[src/sv/bezier_outline_flattener_macros.svh]
// Assertion helpers for the flattener RTL.
`ifndef BEZIER_OUTLINE_FLATTENER_MACROS_SVH
`define BEZIER_OUTLINE_FLATTENER_MACROS_SVH

// Condition must hold at every clock edge out of reset.
`define BOF_ASSERT_NOW(lbl, cond, msg) \
    lbl: assert property (@(posedge i_clk) disable iff (!i_rst_n) (cond)) else $error(msg);

// Same-cycle implication.
`define BOF_ASSERT_IMPL(lbl, ante, cons, msg) \
    lbl: assert property (@(posedge i_clk) disable iff (!i_rst_n) (ante) |-> (cons)) \
        else $error(msg);

// Next-cycle implication.
`define BOF_ASSERT_NEXT(lbl, ante, cons, msg) \
    lbl: assert property (@(posedge i_clk) disable iff (!i_rst_n) (ante) |=> (cons)) \
        else $error(msg);

`endif

[src/sv/bof_pkg.sv]
package bof_pkg;

    localparam int STEPS   = 15;
    localparam int COORD_W = 16;
    localparam int SCALE_W = 24;
    localparam int PT_W    = 32;
    localparam int CMD_W   = 2;

    localparam logic [SCALE_W-1:0] SCALE_RESET = SCALE_W'(65536);

    localparam logic [CMD_W-1:0] CMD_MOVE  = 2'd0;
    localparam logic [CMD_W-1:0] CMD_LINE  = 2'd1;
    localparam logic [CMD_W-1:0] CMD_QUAD  = 2'd2;
    localparam logic [CMD_W-1:0] CMD_CUBIC = 2'd3;

    // Bernstein weights are bounded by STEPS^3, the cubic denominator
    localparam int W_W       = $clog2(STEPS * STEPS * STEPS + 1);
    localparam int I_W       = $clog2(STEPS + 1);
    localparam int PROD_W    = W_W + 1 + PT_W;
    localparam int SUM_W     = PROD_W + 2;
    localparam int DIV_CYC   = (SUM_W + 7) / 8;
    localparam int MAG_W     = DIV_CYC * 8;
    localparam int DCNT_W    = $clog2(DIV_CYC);

    localparam logic [W_W-1:0] DEN_QUAD  = W_W'(STEPS * STEPS);
    localparam logic [W_W-1:0] DEN_CUBIC = W_W'(STEPS * STEPS * STEPS);

    localparam int Q_DEPTH = 2;
    localparam int Q_PTR_W = $clog2(Q_DEPTH);
    localparam int Q_CNT_W = $clog2(Q_DEPTH + 1);

    typedef struct packed {
        logic [CMD_W-1:0]       cmd;
        logic signed [PT_W-1:0] c1x;
        logic signed [PT_W-1:0] c1y;
        logic signed [PT_W-1:0] c2x;
        logic signed [PT_W-1:0] c2y;
        logic signed [PT_W-1:0] tx;
        logic signed [PT_W-1:0] ty;
    } t_item;

    typedef logic [3:0][W_W-1:0] t_wts;

    // Weights for pen, ctrl1, ctrl2, end point at mu = idx/STEPS.
    // Quadratic leaves the ctrl2 weight at zero.
    function automatic t_wts bern_wts(input logic cubic, input logic [I_W-1:0] idx);
        int   a;
        int   b;
        t_wts w;
        a = STEPS - int'(idx);
        b = int'(idx);
        if (cubic) begin
            w[0] = W_W'(a * a * a);
            w[1] = W_W'(3 * b * a * a);
            w[2] = W_W'(3 * b * b * a);
            w[3] = W_W'(b * b * b);
        end else begin
            w[0] = W_W'(a * a);
            w[1] = W_W'(2 * a * b);
            w[2] = '0;
            w[3] = W_W'(b * b);
        end
        return w;
    endfunction

endpackage

[src/sv/bof_queue.sv]
module bof_queue (
    input  logic           i_clk,
    input  logic           i_rst_n,
    input  logic           i_push_valid,
    output logic           o_push_ready,
    input  bof_pkg::t_item i_push_item,
    output logic           o_pop_valid,
    input  logic           i_pop_ready,
    output bof_pkg::t_item o_pop_item
);

    bof_pkg::t_item              r_mem [bof_pkg::Q_DEPTH];
    logic [bof_pkg::Q_PTR_W-1:0] r_wr;
    logic [bof_pkg::Q_PTR_W-1:0] r_rd;
    logic [bof_pkg::Q_CNT_W-1:0] r_cnt;
    logic                        push;
    logic                        pop;

    function automatic logic [bof_pkg::Q_PTR_W-1:0] ptr_inc(
        input logic [bof_pkg::Q_PTR_W-1:0] p
    );
        return (p == bof_pkg::Q_PTR_W'(bof_pkg::Q_DEPTH - 1)) ? '0 : p + 1'b1;
    endfunction

    assign o_push_ready = (r_cnt != bof_pkg::Q_CNT_W'(bof_pkg::Q_DEPTH));
    assign o_pop_valid  = (r_cnt != '0);
    assign o_pop_item   = r_mem[r_rd];
    assign push         = i_push_valid && o_push_ready;
    assign pop          = i_pop_ready && o_pop_valid;

    always_ff @(posedge i_clk) begin
        if (!i_rst_n) begin
            r_wr  <= '0;
            r_rd  <= '0;
            r_cnt <= '0;
        end else begin
            if (push) begin
                r_wr <= ptr_inc(r_wr);
            end
            if (pop) begin
                r_rd <= ptr_inc(r_rd);
            end
            if (push && !pop) begin
                r_cnt <= r_cnt + 1'b1;
            end else if (pop && !push) begin
                r_cnt <= r_cnt - 1'b1;
            end
        end
    end

    always_ff @(posedge i_clk) begin
        if (push) begin
            r_mem[r_wr] <= i_push_item;
        end
    end

endmodule

[config.mk]
export PLATFORM = sky130hd
export DESIGN_NAME = bof_queue
export DESIGN_NICKNAME = d
export VERILOG_FILES = /design/src/sv/bezier_outline_flattener_macros.svh /design/src/sv/bof_pkg.sv /design/src/sv/bof_queue.sv
export SDC_FILE = /design/constraint.sdc
export NUM_CORES = 1
export LEC_CHECK = 0
export ABC_AREA = 1
export BUFFER_PORTS_ARGS = -buffer_cell sky130_fd_sc_hd__buf_4
export CORE_UTILIZATION = 30
export CTS_CLUSTER_DIAMETER = 80
export DETAILED_ROUTE_END_ITERATION = 7
export SLEW_MARGIN = 20
export SYNTH_ARGS = -nofsm -noshare
export SYNTH_HDL_FRONTEND = slang
export SYNTH_SLANG_ARGS = --single-unit
[constraint.sdc]
create_clock -name i_clk -period 10.54 [get_ports i_clk]
set_input_delay 2.108 -clock i_clk [delete_from_list [all_inputs] [get_ports i_clk]]
set_output_delay 2.108 -clock i_clk [all_outputs]
set_load 0.005 [all_outputs]
After elaboration in Yosys (flattened, before gate mapping)
Memory sizes are Yosys's and may differ from the RTL's. A register that Yosys moved wholly into a read port is not among the register bits.
Cells that the tools add are included.

storage, ports and cells
  bits of input ports = 198
  flip-flop bits (word level) = 4
  memories kept = 1
  word-level logic and storage cells = 25
  RAM bits = 388
  output and inout bits = 196

memories
  name   words  bits a word  rd ports  clocked after Yosys merged registers in  write ports  line             source
  r_mem  2      194          1         1                                        1            bof_queue.sv:12  bof_pkg::t_item r_mem [bof_pkg::Q_DEPTH];

operators by class
  mux-type cells = 8
  add/sub/neg operators = 4
  reduce and logical (&&, ||, !) cells = 8
  eq/ne operators = 1

operators with widths
  operator             count
  $mux 1               6
  $logic_and 1x1->1    4
  $mux 2               2
  $reduce_bool 2->1    2
  $add 1x1->1 const B  2
  $add 2x1->2 const B  1
  $logic_not 1->1      2
  $ne 2x2->1 const B   1
  $sub 2x1->2 const B  1

Depth between registers and ports, before layout
Gate-level depths: netlist of run 1.

  word-level depth = 6
  depth in mapped cells = 11

Worst setup path after synthesis of run 1
OpenSTA, ideal clock, no wires.

  kind = input-to-reg
  start point = input port i_push_valid
  end point = memory r_mem[0][0] (netlist bit), enable pin
  path buffers = 0
  setup slack = -0.453 ns
  stages on the path = 2
  data arrival time = 10.242 ns
  setup time = 0.751 ns
  path through = nand2_1 > nor2_1

on the way
  longest elaborated chain between the ends = 3

RTL lines
  item                          line             source
  from (decl)                   bof_queue.sv:4   input logic i_push_valid,
  $logic_and 1x1->1             bof_queue.sv:28  assign push = i_push_valid && o_push_ready;
  $mux 1                        bof_queue.sv:52  if (push) begin
  $mux 1 (implied by the code)  bof_queue.sv:53  r_mem[r_wr] <= i_push_item;
  to (decl)                     bof_queue.sv:12

No other way between the ends.

==> results of run 1 <==
## cell families after synthesis
group,Yosys count,share of synthesized area
AO/OA/AOI/OAI,4,0.00151
buffers and inverters,30,0.0176
multiplexers,194,0.187
flip-flops,393,0.788
adder cells (fa/ha/maj),1,0.000839
AND/OR/NAND/NOR,19,0.00504
## layout by cell type (no fill, tap or decap)
cell        count
clkinvlp_4      3
clkinv_1        1
buf_4         401
buf_12          1
nor2_1          6
o21ai_0         2
nor2_4          2
clkinv_4        2
nand4_1         1
o21a_1          1
nand3_1         1
clkbuf_1       16
nand2_1         9
dfxtp_1         4
ha_1            1
mux2_4        160
mux2_2         34
inv_8           1
dfxtp_4         1
clkbuf_16      45
clkinv_2        4
a21oi_1         1
inv_1           8
bufinv_16       2
edfxtp_1      388
## area by class of cell
type | count | area [sq um]
fillers | 4438 | 29100
flip-flops and latches | 393 | 11800
repair buffers | 402 | 3030
multi-input cells | 218 | 2910
clock buffers | 61 | 1190
well taps | 664 | 831
clock inverters | 13 | 135
inverters | 8 | 30.0
## state kept, by name (all words and copies together) (netlist names), named ones only
name,cells
r_mem,388
r_cnt,2
r_rd,1
r_wr,1
## worst max-delay path, cell delays in order (launching register included)
cell and delay, ns:
dfxtp_4 0.82, buf_12 0.54, mux2_2 0.43, buf_4 0.14
## power breakdown
group	internal (uW)	switching, uW
clock	834	580
combinational	640	470
sequential	1980	69.0
## worst min-delay path by stage
| stage | start | endpoint |
|---|---|---|
| floorplan | r_rd | flop |
| global placement | r_rd | r_rd |
| detailed placement | r_rd | r_rd |
| CTS | r_rd | r_rd |
| global route | r_rd | r_rd |
| finish | r_rd | flop |
## cell usage after synthesis
master    count
dfxtp_1       5
o21a_1        1
mux2_2       34
nand4_1       1
buf_8         1
ha_1          1
a21oi_1       1
o21ai_0       2
nor2_1        8
nand3_1       1
nand2_1       9
inv_1         8
buf_6        18
buf_2         3
mux2_4      160
edfxtp_1    388
## metal layers
layer	part of all wire	wire, um	GRT usage
met1	0.38	12000	0.134
met2	0.51	15800	0.201
met3	0.078	2440	0.0422
met4	0.032	984	0.0524
met5	0	0	0
## through the flow
step / util / setup WS (ns) / total power [uW] / hold WS (ns) / area, sq um
6_report: 0.406 / 5.58 / 4570 / 0.497 / 19900
5_1_grt: 0.406 / 5.47 / 4770 / 0.530 / 19900
4_1_cts: 0.406 / 5.51 / 4660 / 0.501 / 19900
3_5_place_dp: 0.379 / 5.43 / 3220 / 0.487 / 18600
3_3_place_gp: 0.379 / 5.48 / 3200 / 0.475 / 18600
2_1_floorplan: - / -0.453 / 2760 / 0.467 / 14900
==> flow_metrics.tcl, run 1 <==
set metrics [dict create \
    clock_sinks 393 \
    synth-seq-area-share 0.788 \
    synth_cells 641 \
    port_buffers 393 \
    syn_to_final_growth_pct 33.3 \
    synth_top_cell_area_share 0.781 \
    dp_cells 1685 \
    fmax_ghz 0.202 \
    clkLatencyLatePin_ns 0.54 \
    grt_max_degree 113 \
    clock_path_buffers 3 \
    yosysWarnings 0 \
    power.leakage_uw 0.00760 \
    drt_wl_total_um 31200 \
    rows 81 \
    ioPinCount 394 \
    fin_cells 1759 \
    worstReg2RegEnd "r_mem[1][36]" \
    synthTopCellsByArea "edfxtp_1, mux2_4, mux2_2, buf_6, dfxtp_1" \
    cts_max_level 2 \
    required_ns 8.43 \
    whs_path_depth 2 \
    skew_ns 0.00861 \
    wl_per_cell_um 17.7 \
    drive_above_1_share 0.599 \
    cp_data_arrival_time_ns 2.85 \
    die-area_sq_mm 0.0506 \
    start_util 0.305 \
    relSlewSlack 0.291 \
    slew_violations 0 \
    setup_tns_ns 0 \
    cts_buffers 43 \
    cts_setup_buffers 0 \
    drtIter0Drc 248 \
    r2r-start "r_cnt[0]" \
    diodes 0 \
    reg2reg_slack_ns 7.18 \
    core-area_sq_mm 0.0490 \
    tightest_slew_ns 1.06 \
    critPathCapture "o_pop_item[189]" \
    end_kind "primary output" \
    cp-start-kind "flop" \
    rsz0062_at_grt "false" \
    criticalPathCategory "flop to primary output" \
    path_max_fanout 112 \
    yosys.area.top_type "edfxtp_1" \
    p_per_area_mw_per_mm2 230 \
    chipWidth_um 225 \
    antenna_found_initial 0 \
    grt_overflow 0 \
    ir_drop_mv 0.126 \
    die_y_um 225 \
    grt_pass1_vias 7729 \
    cts_tree "yes" \
    place_hpwl_um 20500 \
    grt_pass1_wl_um 45200 \
    syn_area_per_cell_sq_um 23.3 \
    reg2reg_depth 6 \
    place_congestion 0.704 \
    syn_nets 840 \
    drcViolationCount 0 \
    synth-seq-cells 393 \
    clk_pin_slew_ns 0.06 \
    routed-via-count 7306 \
    min_path_type "flop to flop" \
    nets 1265 \
    hold_viol 0 \
    syn-cell-area_sq_mm 0.0149 \
    holdBufCountCts 0 \
    max_cap_viol_count 0 \
    synth.distinct_cells 16 \
    finalCritPeriodShare 0.471 \
    drtAntennaViolNets 0 \
    grt.total_usage 0.118 \
    finalSetupViolations 0 \
    dr.pass1.iters 4 \
    vias_per_cell 4.15 \
    status "complete, no violations" \
    root_buffer "clkbuf_16" \
    fin_crit_ns 4.96 \
    cts_resized 0 \
]
Power figures use the tool's default switching activity.
==> run 2: changes to the inputs <==
- ABC_AREA: 1 -> 0
- clock period: 10.54 -> 4.6 ns (I/O delays scaled with it)
==> run 2 against run 1 <==
- sequential cell count did not move
- die area barely moved
- clock power rose by 140%
- wire length fell by 2.8%
- critical endpoint is now o_pop_item[44]
- largest power group unchanged
- highest routed layer is now met5
==> flow_metrics.tcl, run 2 <==
set metrics [dict create \
    status "complete, no violations" \
    synth_edf_count 388 \
    place_ws_ns 1.53 \
    synth_common_cells "edfxtp_1, mux2_4, mux2_2" \
    cp_data_arrival_time_ns 2.39 \
    diodes 0 \
    syn_to_final_growth_pct 34.4 \
    routed-via-count 7260 \
    synth-seq-area-share 0.788 \
    die_y_um 225 \
    antenna_found_initial 1 \
    grt_pass1_wl_um 44300 \
    power.leakage_uw 0.00766 \
    grt_overflow 0 \
    clock_path_buffers 3 \
    synth_flop_cell "edfxtp_1" \
    tightest_slew_ns 0.882 \
    drive_above_1_share 0.616 \
    rsz0062_at_grt "false" \
    cts_setup_buffers 0 \
    grt_max_degree 77 \
    hold_viol 0 \
    synth_cells 628 \
    syn_area_per_cell_sq_um 23.7 \
    cts_resized 0 \
    holdBufCountCts 0 \
    syn_nets 827 \
    hold_ws_ns 0.557 \
    cts_tree "yes" \
    final_cell_mix "buf_4, edfxtp_1, mux2_4" \
    synth_top_cell_area_share 0.781 \
    chipWidth_um 225 \
    reg_top3 "r_mem (388), r_cnt (2)" \
    slew_violations 0 \
    synth-seq-cells 393 \
    wl_per_cell_um 17.3 \
    p_per_area_mw_per_mm2 539 \
    reg2reg_slack_ns 2.09 \
    cts_max_level 2 \
    port_buffers 393 \
    drt_wl_total_um 30400 \
    core-area_sq_mm 0.0490 \
    fin_area_sq_mm 0.0200 \
    synthTopCellsByArea "edfxtp_1, mux2_4, mux2_2, buf_6, dfxtp_1" \
    path_max_fanout 56 \
    yosys.area.top_type "edfxtp_1" \
    cts_buffers 43 \
    cp-start-kind "flop" \
    ioPinCount 394 \
    root_buffer "clkbuf_16" \
    relSlewSlack 0.411 \
    largest_reg_flops 388 \
    finalSetupViolations 0 \
    rows 81 \
    grt_pass1_vias 7505 \
    layout_commonest_cell "buf_4" \
    start_util 0.305 \
    skew_ns 0.00854 \
    drtIter0Drc 355 \
    yosysWarnings 0 \
    drtAntennaViolNets 0 \
    ir_drop_mv 0.305 \
    postSynth.asyncResetShare 0 \
    grt.total_usage 0.116 \
    finalCritPeriodShare 0.719 \
    clk_pin_slew_ns 0.06 \
    drcViolationCount 0 \
    place_hpwl_um 20400 \
    max_cap_viol_count 0 \
    setup_tns_ns 0 \
    fmax_ghz 0.302 \
    die-area_sq_mm 0.0506 \
    min_path_type "input port to flop" \
    end_kind "primary output" \
    clock_sinks 393 \
    place_congestion 0.685 \
    nets 1257 \
    synth.distinct_cells 22 \
    fin_crit_ns 3.31 \
    required_ns 3.68 \
    p_total_uw 10800 \
    setup_ws_ns 1.29 \
    post_dp_cell_area_sq_mm 0.0186 \
    yosysMostFrequentCell "edfxtp_1" \
    criticalPathCategory "flop to primary output" \
    vias_per_cell 4.14 \
    syn-cell-area_sq_mm 0.0149 \
    clkLatencyLatePin_ns 0.55 \
    dr.pass1.iters 4 \
    top_register "r_mem" \
]
## run 2: area by class of cell
cell class | instances | area (sq um)
repair buffers | 407 | 3120
clock buffers | 50 | 1140
fillers | 4435 | 28900
clock inverters | 27 | 260
well taps | 664 | 831
multi-input cells | 212 | 2930
inverters | 1 | 7.51
flip-flops and latches | 393 | 11800
## run 2: path summary, 6_finish.rpt
path / from / endpoint / cells past startpoint
min reg2reg: r_cnt[1] / r_cnt[1] / 2
max: flop / o_pop_item[44] / 3
max reg2reg: r_cnt[0] / r_mem[0][96] / 4
min: i_push_item[152] / r_mem[1][152] / 1
## run 2: worst max-delay path, cell delays in order, from the launching register on
cell and delay, ns:
dfxtp_4 0.78, buf_12 0.40, mux2_4 0.36, buf_4 0.14
## run 2: logic make-up (layout without fill, tap and decap cells)
| kind of cell | count (synthesis) | count (layout) | synth area share |
|---|---|---|---|
| xor gates and xnor gates | 3 | 3 | 0.00176 |
| and+or+nand+nor | 9 | 9 | 0.00436 |
| muxes | 194 | 194 | 0.187 |
| AOI/OAI and AO/OA | 5 | 5 | 0.00235 |
| buffers and inverters | 23 | 485 | 0.0159 |
| adders and majority gates | 1 | 1 | 0.000839 |
| DFF | 393 | 393 | 0.788 |
## run 2: layer usage
| layer | GRT usage | share of wire | vias to the layer above |
|---|---|---|---|
| met5 | 0 | 0.00040 | - |
| met3 | 0.0535 | 0.097 | 49 |
| met2 | 0.192 | 0.50 | 251 |
| met1 | 0.133 | 0.39 | 3591 |
| li1 | - | - | 3367 |
| met4 | 0.0338 | 0.020 | 2 |
## run 2: through the flow
stage / util / std cells
after floorplan: - / 628
after global placement: 0.381 / 1677
after detailed placement: 0.381 / 1677
after CTS: 0.410 / 1754
after global routing: 0.410 / 1754
final: 0.410 / 1754
## run 2: power breakdown
part           leakage (uW)  internal, uW  switching (uW)
logic               0.00330          1650            1120
clock network      0.000695          2060            1330
registers           0.00367          4470             162
==> run 3: changes to the inputs <==
- clock period: 4.6 -> 3.4 ns (I/O delays scaled with it)
==> run 3 against run 2 <==
- clock power increased by 37%
- worst setup slack got worse by 0.57 ns
- sequential power grew 34%
- wire length rose by 4.2%
- power rose by 37%
- clock skew grew 0.0011 ns
- final cell count is 0.57% higher
- count of clock-buffer cells in the layout up 1
- sequential cell count stayed put
- critical path depth increased by 1
- critical endpoint is now o_pop_item[174]
- largest cell class unchanged
==> flow_metrics.tcl, run 3 (synthesis gave the netlist of run 2 again) <==
set metrics [dict create \
    status "complete, no violations" \
    relSlewSlack 0.586 \
    top_register "r_mem" \
    hold_viol 0 \
    clock_path_buffers 3 \
    required_ns 2.72 \
    final_cell_mix "buf_4, edfxtp_1, mux2_4" \
    hold_start "i_push_item[175]" \
    cp_data_arrival_time_ns 2.00 \
    min_path_type "input port to flop" \
    finalCritPeriodShare 0.787 \
    place_hpwl_um 21500 \
    antenna_found_initial 1 \
    nets 1269 \
    chipWidth_um 225 \
    clk_pin_slew_ns 0.06 \
    hold_path_end "r_mem[0][175]" \
    slew_violations 0 \
    p_total_uw 14800 \
    largest_reg_flops 388 \
    clkLatencyLatePin_ns 0.55 \
    r2r-start "r_cnt[0]" \
    layout_commonest_cell "buf_4" \
    whs_path_depth 1 \
    clock_sinks 393 \
    cts_tree "yes" \
    ir_drop_mv 0.451 \
    rsz0062_at_grt "false" \
    fin_crit_ns 2.68 \
    fillers 4404 \
    cts_max_level 2 \
    rows 81 \
    drtIter0Drc 240 \
    root_buffer "clkbuf_16" \
    wl_per_cell_um 17.9 \
    criticalPathCategory "flop to primary output" \
    p_per_area_mw_per_mm2 732 \
    drive_above_1_share 0.615 \
    power.leakage_uw 0.00774 \
    cts_buffers 43 \
    holdBufCountCts 0 \
    skew_ns 0.00964 \
    reg2reg_slack_ns 1.52 \
    grt.total_usage 0.121 \
    vias_per_cell 4.15 \
    drtAntennaViolNets 0 \
    die_y_um 225 \
    hold_ws_ns 0.311 \
    ioPinCount 394 \
    finalSetupViolations 0 \
    tightest_slew_ns 0.621 \
    drcViolationCount 0 \
    setup_ws_ns 0.723 \
    drt_wl_total_um 31600 \
    grt_pass1_vias 7736 \
    place_congestion 0.720 \
    worstReg2RegEnd "r_mem[0][13]" \
    grt_overflow 0 \
    reg2reg_depth 4 \
    grt_max_degree 72 \
    path_max_fanout 18 \
    routed-via-count 7319 \
    syn_to_final_growth_pct 35.7 \
    fin_util 0.413 \
    cts_setup_buffers 0 \
    end_kind "primary output" \
    cts_resized 0 \
    start_util 0.305 \
    core-area_sq_mm 0.0490 \
    port_buffers 393 \
    cp-start-kind "flop" \
    grt_pass1_wl_um 45900 \
    dr.pass1.iters 4 \
    die-area_sq_mm 0.0506 \
    fmax_ghz 0.374 \
    place_ws_ns 1.26 \
    reg_top3 "r_mem (388), r_cnt (2)" \
    max_cap_viol_count 0 \
]
[run 3: changes by cell type in the layout (fill, tap and decap cells not counted)]
cell       delta
inv_6         -1
clkbuf_1      +1
clkinv_2      -6
clkinv_1      +3
diode_2       +1
buf_12        +8
bufinv_16     +1
buf_4         +4
clkinv_4      -1
[run 3: worst max-delay path by stage]
| stage | slack [ns] | end | start |
|---|---|---|---|
| final | 0.72 | o_pop_item[174] | flop |
| after global routing | 0.62 | o_pop_item[174] | flop |
| after CTS | 0.64 | o_pop_item[10] | flop |
| after detailed placement | 1.26 | o_pop_item[10] | flop |
| after global placement | 1.28 | o_pop_item[179] | flop |
| after floorplan | -0.69 | r_mem[0][0] | i_push_valid |
[run 3: layout make-up]
type | count | area (sq um) | area share
inverter | 1 | 7.51 | 0.000371
timing repair buffer | 419 | 3310 | 0.163
antenna | 1 | 2.50 | 0.000124
clock buffer | 51 | 1150 | 0.0568
clock inverter | 23 | 254 | 0.0126
sequential | 393 | 11800 | 0.581
tap | 664 | 831 | 0.0411
multi-input combinational | 212 | 2930 | 0.145
[run 3: per-stage QoR]
stage          TNS, ns  instances  instance area [sq um]
2_1_floorplan  -134.14        628                  14900
3_3_place_gp         0       1689                  18800
3_5_place_dp         0       1689                  18800
4_1_cts              0       1763                  20200
5_1_grt              0       1764                  20200
6_report             0       1764                  20200
[run 3: power by group]
part           total [uW]  internal [uW]  switching, uW
Clock                4630           2840           1790
Sequential           6210           6050            158
Combinational        3970           2330           1630
[run 3: worst max-delay path, stage by stage, from the launching register on]
cell,delay (ns)
dfxtp_4,0.41
buf_12,0.20
buf_4,0.30
mux2_2,0.38
buf_4,0.14
[run 3: per-layer routing]
layer  vias to the layer above  routed length [um]  global-route usage
li1                       3389                   -                   -
met1                      3596               12400               0.138
met2                       289               15100               0.195
met3                        45                3370              0.0601
met4                         0                 708              0.0410
met5                         -                   0                   0
